===== src/sv/ipid_pkg.sv =====
package ipid_pkg;

  // Fixed-point format and field widths
  localparam int FRAC_BITS  = 8;
  localparam int ACC_WIDTH  = 48;
  localparam int GAIN_W     = 16;
  localparam int GAIN_SHIFT = 8;
  localparam int RPM_W      = 15;
  localparam int DUTY_W     = 16;
  localparam int PULSE_W    = 16;
  localparam int ERR_W      = 32;
  localparam int D1_W       = ERR_W + 1;
  localparam int D2_W       = ERR_W + 2;
  localparam int PROD_W     = D2_W + GAIN_W + 1;
  localparam int SUM_W      = PROD_W + 2;
  localparam int INC_W      = SUM_W - GAIN_SHIFT;
  localparam int ADD_W      = ((ACC_WIDTH > INC_W) ? ACC_WIDTH : INC_W) + 1;

  // Setpoint = rpm * 1320 / 6000 in Q.FRAC_BITS = |rpm| * SP_NUM / SP_DEN
  localparam int SP_NUM      = 11 * (2 ** FRAC_BITS);
  localparam int SP_DEN      = 50;
  localparam int RECIP_SHIFT = RPM_W + 6;
  localparam int RECIP       = ((2 ** RECIP_SHIFT) + SP_DEN - 1) / SP_DEN;
  localparam int RECIP_W     = 16;
  localparam int QUO_W       = 9;
  localparam int REM_W       = 6;

  typedef logic [ERR_W-1:0] frac_tab_t [2**REM_W];

  // Fractional part of the setpoint for each remainder of |rpm| / 50
  function automatic frac_tab_t build_frac_tab();
    frac_tab_t tab;
    for (int i = 0; i < 2**REM_W; i++) begin
      tab[i] = ERR_W'((i * SP_NUM) / SP_DEN);
    end
    return tab;
  endfunction

  localparam frac_tab_t FRAC_TAB = build_frac_tab();

  // Configuration map
  localparam int ADDR_W = 5;
  localparam int DATA_W = 32;

  typedef enum logic [2:0] {
    REG_KP   = 3'd0,
    REG_KI   = 3'd1,
    REG_KD   = 3'd2,
    REG_RPM  = 3'd3,
    REG_DUTY = 3'd4
  } cfg_reg_t;

  localparam logic [GAIN_W-1:0] KP_RST   = 16'd5632;
  localparam logic [GAIN_W-1:0] KI_RST   = 16'd307;
  localparam logic [GAIN_W-1:0] KD_RST   = 16'd0;
  localparam logic [RPM_W-1:0]  RPM_RST  = 15'd300;
  localparam logic [DUTY_W-1:0] DUTY_RST = 16'd7000;

  // Cycles the setpoint path needs to settle after a register write
  localparam logic [1:0] HOLD_CYC = 2'd2;

endpackage


===== src/sv/ipid_setpoint.sv =====
module ipid_setpoint import ipid_pkg::*; (
  input  logic                    clk,
  input  logic signed [RPM_W-1:0] rpm_in,
  output logic signed [ERR_W-1:0] setpoint
);

  logic [RPM_W-1:0]         abs_in;
  logic [RPM_W+RECIP_W-1:0] quo_prod;
  logic [RPM_W-1:0]         abs_r;
  logic                     neg_r;
  logic [QUO_W-1:0]         quo_r;
  logic [RPM_W-1:0]         rem_full;
  logic [REM_W-1:0]         rem;
  logic [ERR_W-1:0]         mag;
  logic signed [ERR_W-1:0]  setpoint_r;

  // Stage A: |rpm| / 50 by reciprocal multiply (exact for 15-bit values)
  always_comb begin
    abs_in   = rpm_in[RPM_W-1] ? RPM_W'(-rpm_in) : RPM_W'(rpm_in);
    quo_prod = (RPM_W+RECIP_W)'(abs_in) * (RPM_W+RECIP_W)'(RECIP);
  end

  always_ff @(posedge clk) begin
    abs_r <= abs_in;
    neg_r <= rpm_in[RPM_W-1];
    quo_r <= quo_prod[RECIP_SHIFT +: QUO_W];
  end

  // Stage B: whole part times SP_NUM plus table for the remainder, then sign
  always_comb begin
    rem_full = abs_r - RPM_W'(quo_r) * RPM_W'(SP_DEN);
    rem      = rem_full[REM_W-1:0];
    mag      = ERR_W'(quo_r) * ERR_W'(SP_NUM) + FRAC_TAB[rem];
  end

  always_ff @(posedge clk) begin
    setpoint_r <= neg_r ? -signed'(mag) : signed'(mag);
  end

  assign setpoint = setpoint_r;

endmodule

===== config.mk =====
export PLATFORM = sky130hd
export DESIGN_NAME = ipid_setpoint
export DESIGN_NICKNAME = d
export VERILOG_FILES = /design/src/sv/ipid_pkg.sv /design/src/sv/ipid_setpoint.sv
export SDC_FILE = /design/constraint.sdc
export NUM_CORES = 1
export LEC_CHECK = 0
export BUFFER_PORTS_ARGS = -buffer_cell sky130_fd_sc_hd__buf_2
export CAP_MARGIN = 30
export CORE_MARGIN = 4
export CORE_UTILIZATION = 55
export DETAILED_ROUTE_END_ITERATION = 12
export GPL_TIMING_DRIVEN = 0
export PLACE_DENSITY = 0.73
export SKIP_CTS_REPAIR_TIMING = 1
export SLEW_MARGIN = 0
export SYNTH_ARGS = -nofsm -noshare
export SYNTH_HDL_FRONTEND = slang
export SYNTH_SLANG_ARGS = --single-unit

===== constraint.sdc =====
create_clock -name clk -period 18.85 [get_ports clk]
set_input_delay 0.9425 -clock clk [delete_from_list [all_inputs] [get_ports clk]]
set_output_delay 0.9425 -clock clk [all_outputs]
set_load 0.02 [all_outputs]

== Word-level counts from Yosys, hierarchy flattened ==
Memory sizes are Yosys's and may differ from the RTL's.
Cells that the tools add are included.

* Logic and storage cells: 18
* Register bits after elaboration: 48
* Input port bits: 16
* Output and inout port bits: 32
* ROM bits: 2048
* Memories kept: 1

{| class="wikitable"
|+ Memory list
! memory !! depth !! bits a word !! read ports !! clocked after memory_dff !! wr ports !! RTL line !! RTL
|-
| (name not given) || 64 || 32 || 1 || 0 || 0 || ipid_setpoint.sv:33 || <nowiki>mag = ERR_W'(quo_r) * ERR_W'(SP_NUM) + FRAC_TAB[rem];</nowiki>
|}

* Multiplexer cells: 4
* Order comparisons: 1
* Add/subtract/negate cells: 4
* Bitwise gates (word level): 1
* $mul: 3

{| class="wikitable"
|+ Operators by type and width
! operator !! count
|-
| $mux 32 || 3
|-
| $add 21x32->32 || 1
|-
| $neg 32->32 || 1
|-
| $mul 15x13->27 const B || 1
|-
| $mux 15 || 1
|-
| $neg 15->15 || 1
|-
| $mul 9x4->13 const B || 1
|-
| $mul 9x5->5 const B || 1
|-
| $ge 7x7->1 const B || 1
|-
| $not 6->7 || 1
|-
| $sub 6x6->6 || 1
|}

== Longest topological paths before layout ==
* Depth after elaboration: 9
* Depth in mapped cells: 28
* Gate-level depth less buffers: 28

== Worst setup path after synthesis ==
OpenSTA, ideal clock, no wires.

* Path type: input-to-reg
* Start: in rpm_in[4]
* End: reg quo_r[8]
* Path slack: 11.339 ns
* Data arrival time: 7.437 ns
* Required time: 18.776 ns
* Setup time: 0.074 ns
* Cell stages on the path: 19
* Buffers on the path: 0
* Cell sequence: or4_1 -> nor2_1 -> nand2_1 -> nor4bb_1 -> fa_1 -> ha_1 -> inv_1 -> fa_1 -> fa_1 -> fa_1 -> inv_1 -> ha_1 -> a21o_1 -> a21oi_1 -> nor2b_1 -> a2111oi_0 -> o21ai_0 -> o41ai_1 -> xnor2_1

* Cells in the longest elaborated chain, start to end: 3

{| class="wikitable"
|+ Ends and longest elaborated chain
! item !! RTL line !! RTL
|-
| start, declared || ipid_setpoint.sv:3 || <nowiki>input logic signed [RPM_W-1:0] rpm_in,</nowiki>
|-
| $neg 15->15 || ipid_setpoint.sv:19 || <nowiki>abs_in = rpm_in[RPM_W-1] ? RPM_W'(-rpm_in) : RPM_W'(rpm_in);</nowiki>
|-
| $mux 15 (*) || ipid_setpoint.sv:19 ||
|-
| $mul 15x13->27 (*) || ipid_setpoint.sv:20 || <nowiki>quo_prod = (RPM_W+RECIP_W)'(abs_in) * (RPM_W+RECIP_W)'(RECIP);</nowiki>
|-
| named net quo_prod[29] || ipid_setpoint.sv:8 || <nowiki>logic [RPM_W+RECIP_W-1:0] quo_prod;</nowiki>
|-
| end signal, assigned || ipid_setpoint.sv:26 || <nowiki>quo_r <= quo_prod[RECIP_SHIFT +: QUO_W];</nowiki>
|-
| end, declared || ipid_setpoint.sv:11 || <nowiki>logic [QUO_W-1:0] quo_r;</nowiki>
|}

The timed path passes the listed nets; every way through them passes the cells marked *.

== Worst setup path after layout ==
Ends and elaborated chain as after synthesis.

==> impl_results.md <==
- Total routing usage reported by global routing: 19.6%
- Hold violation count in the final report: 0
- Post-synthesis cell type with the largest combined area: ha_1
- Dominant cell type by count on the critical path: inv_1
- Slew HR: between 30% and 40%
- Initial antenna violation count: 0
- First-pass GRT wire length: 26100 microns
- Delay of the slowest critical-path stage: 790 ps
- Fraction of layout cells with a size suffix above 1: under 10%
- Fraction of the cycle the final worst path needs: between 40% and 50%
- Number of instances in the synthesized netlist: 848
- Root Driver: clkbuf_16
- Critical R2R Launch: quo_r[0]$_DFF_P_
- Via-per-instance ratio: ~5.5
- Synthesis Warnings: 0
- Final TNS setup: 0 ps
- Proportion of synthesized area in mux cells: 1.30%
- Starting density of the core: 56.6%
- Share of the synthesized area in compound gates (AO/OA/AOI/OAI): 14.6%
- Number of cell rows: 42
- DRC: 0
- Inserted Clock Buffers: 5
- Largest net degree at the start of global routing: 17
- Simple-gate share of the synthesized area: 11.7%
- Data required time of the critical path: 19080 ps
- Filler cells: 1173
- Unrepaired setup endpoints after global routing: no
- Number of non-filler instances in the completed layout: 1082
- Startpoint of the most critical setup path: rpm_in[4]
- Fraction of the mapped netlist area in adder cells: between 40% and 50%
- Deepest clock path buffer count: 2
- Critical path launch point type: input pin
- Grt total ovfl: 0
- Gp weighted congestion: between 0.9 and 1
- Diode insertion count for antenna repair: 0
- Synthesized area per cell: 8.95 sq um
- Main combinational cell family by area after synthesis: adder cells
- Critical Path Sink: quo_r[8]$_DFF_P_
- Overall via count from detail_route: between 5000 and 6000
- Yosys reg bits: 48
- Setup Skew: 7.55 ps
- Reg-to-Reg End: setpoint[21]$_DFF_P_
- Slew at the pin closest to its max-slew limit: 987 ps
- Fraction of synthesis flops using an asynchronous set or reset pin: 0%
- Clock sink count: 48
- R2r setup slk: about 13000 ps
- Dpl cells: approximately 1100
- Outcome: finished, final reports clean
- Layout Utilization: 61.7%
- Post-detailed-routing wire length: 15500 microns
- Arr. time, crit path: between 8000 and 9000 ps
- Clock edge transition at the registers on the reported setup and hold paths: 70 ps
- Vias in the first global route: 5697
- Sequential share of the synthesized area: 12.7%
- Synthesis-to-finish area growth: 8.90%
- Clock tree from TritonCTS: done
- CP max stage cell: a2111oi_0
- Die H: 125 microns
- Cell with the most instances after synthesis: inv_1
- Critical path start-end classification: input pin to flop
- Fin nets: 1138
- Cell variety after synth: between 60 and 70
- Overall die area: 15700 sq um
- Post-DP HPWL: approximately 13000 microns
- Max Transition Viols Final: 0
- Synth top area cells: ha_1, fa_1, dfxtp_1
- Top cell type's share of synthesized area: about a quarter
- Insertion delay to the later sink of the worst-skew pair: 290 ps
- Cell area after synthesis: 7590 sq um
- Final Critical Period: 8010 ps
- Ranking of synthesized cells by instance count: inv_1, ha_1, fa_1, dfxtp_1, xnor2_1
- Number of violations of the max-capacitance limit: 0
- FF-to-FF path depth: 22
- Path type of the worst min-delay path: flop to flop
- Worst Setup End Kind: flop
- Post-synthesis xor/xnor area fraction: approximately 8%
- Initial DRC Count: 411
- Core Footprint: 13400 sq um
- Buffers on Ports: 47
- Post-synth net total: 1081
- DR pass1 iterations: 5
- Fmax: around 120 MHz
- Count of pins on the block boundary: 48
- Count of antenna-violating nets left after detailed routing: 0
- Post-synth EDFFs: 0
- Main flop type after synthesis: dfxtp_1
- Maximum fanout along the worst path: 10
- Number of H-tree branching levels: 2
- Number of endpoints failing setup at the final stage: 0
- Avg WL per Cell: 14.3 microns
- Horizontal die dimension: approximately 130 microns
## flip-flops by register name, indices dropped and copies added, names as in the netlist
name / flops
quo_r: 9
neg_r: 1
abs_r: 6
setpoint: 32
## through the flow
stage	hold slack [ps]	setup slack, ps	area, sq um
2_1_floorplan	526	11340	7590
3_3_place_gp	624	10150	8050
3_5_place_dp	616	10540	8070
4_1_cts	630	10830	8270
5_1_grt	653	10300	8270
6_report	648	10840	8270
## worst max-delay path, delay by kind of cell
family,cells,cell delay (ps)
compound gates,6,2230
xor+xnor,2,950
fa+ha+maj,6,2570
buf+inv,6,440
simple gates,5,1090
## kinds of logic after synthesis
logic type / Yosys count
and+or+nand+nor: 166
adders and majority gates: 217
DFF: 48
AOI/OAI and AO/OA: 163
muxes: 9
xor gates and xnor gates: 69
buffers and inverters: 176
## final cells by class
type	count	area, sq um	share of cell area, %
Multi-Input combinational cell	624	5960	72.1
Clock inverter	3	68.8	0.832
Clock buffer	5	125	1.51
Buffer	18	83.8	1.01
Tap cell	176	220	2.66
Inverter	158	593	7.17
Sequential cell	48	961	11.6
Timing Repair Buffer	50	255	3.09
## cells in the final DEF, fill, tap and decap left out, drive strengths merged, types with 7 or more instances in the layout
cell type | netlist | routed
o21ai | 41 | 41
a21boi | 13 | 13
a21o | 11 | 11
dfxtp | 48 | 48
fa | 72 | 72
xnor2 | 42 | 42
and2 | 7 | 7
xor2 | 27 | 27
nor3 | 16 | 16
inv | 158 | 159
a211oi | 9 | 9
buf | 3 | 53
clkbuf | 15 | 20
nor2 | 40 | 40
a21oi | 23 | 23
o211ai | 7 | 7
nand2 | 39 | 39
or3 | 7 | 7
nand3 | 12 | 12
ha | 145 | 145
nand2b | 9 | 9
o21a | 9 | 9
o31ai | 9 | 9
## routing by layer
layer  GRT usage, %  wire [microns]
met3           1.96             598
met4           4.46             278
met2           35.2            7540
met5              0               0
met1           25.6            7070
## worst min path at each step
stage / start / end / cells after the start
after global placement: neg_r$_DFF_P_ / setpoint[2]$_DFF_P_ / 2
after global routing: neg_r$_DFF_P_ / setpoint[2]$_DFF_P_ / 2
after detailed placement: neg_r$_DFF_P_ / setpoint[2]$_DFF_P_ / 2
final: neg_r$_DFF_P_ / setpoint[2]$_DFF_P_ / 2
after CTS: neg_r$_DFF_P_ / setpoint[2]$_DFF_P_ / 2
after floorplan: neg_r$_DFF_P_ / setpoint[2]$_DFF_P_ / 2
Power is left out: the tool's default activity adds up to more than one toggle a clock period on the data nets, which glitch-free logic cannot reach.
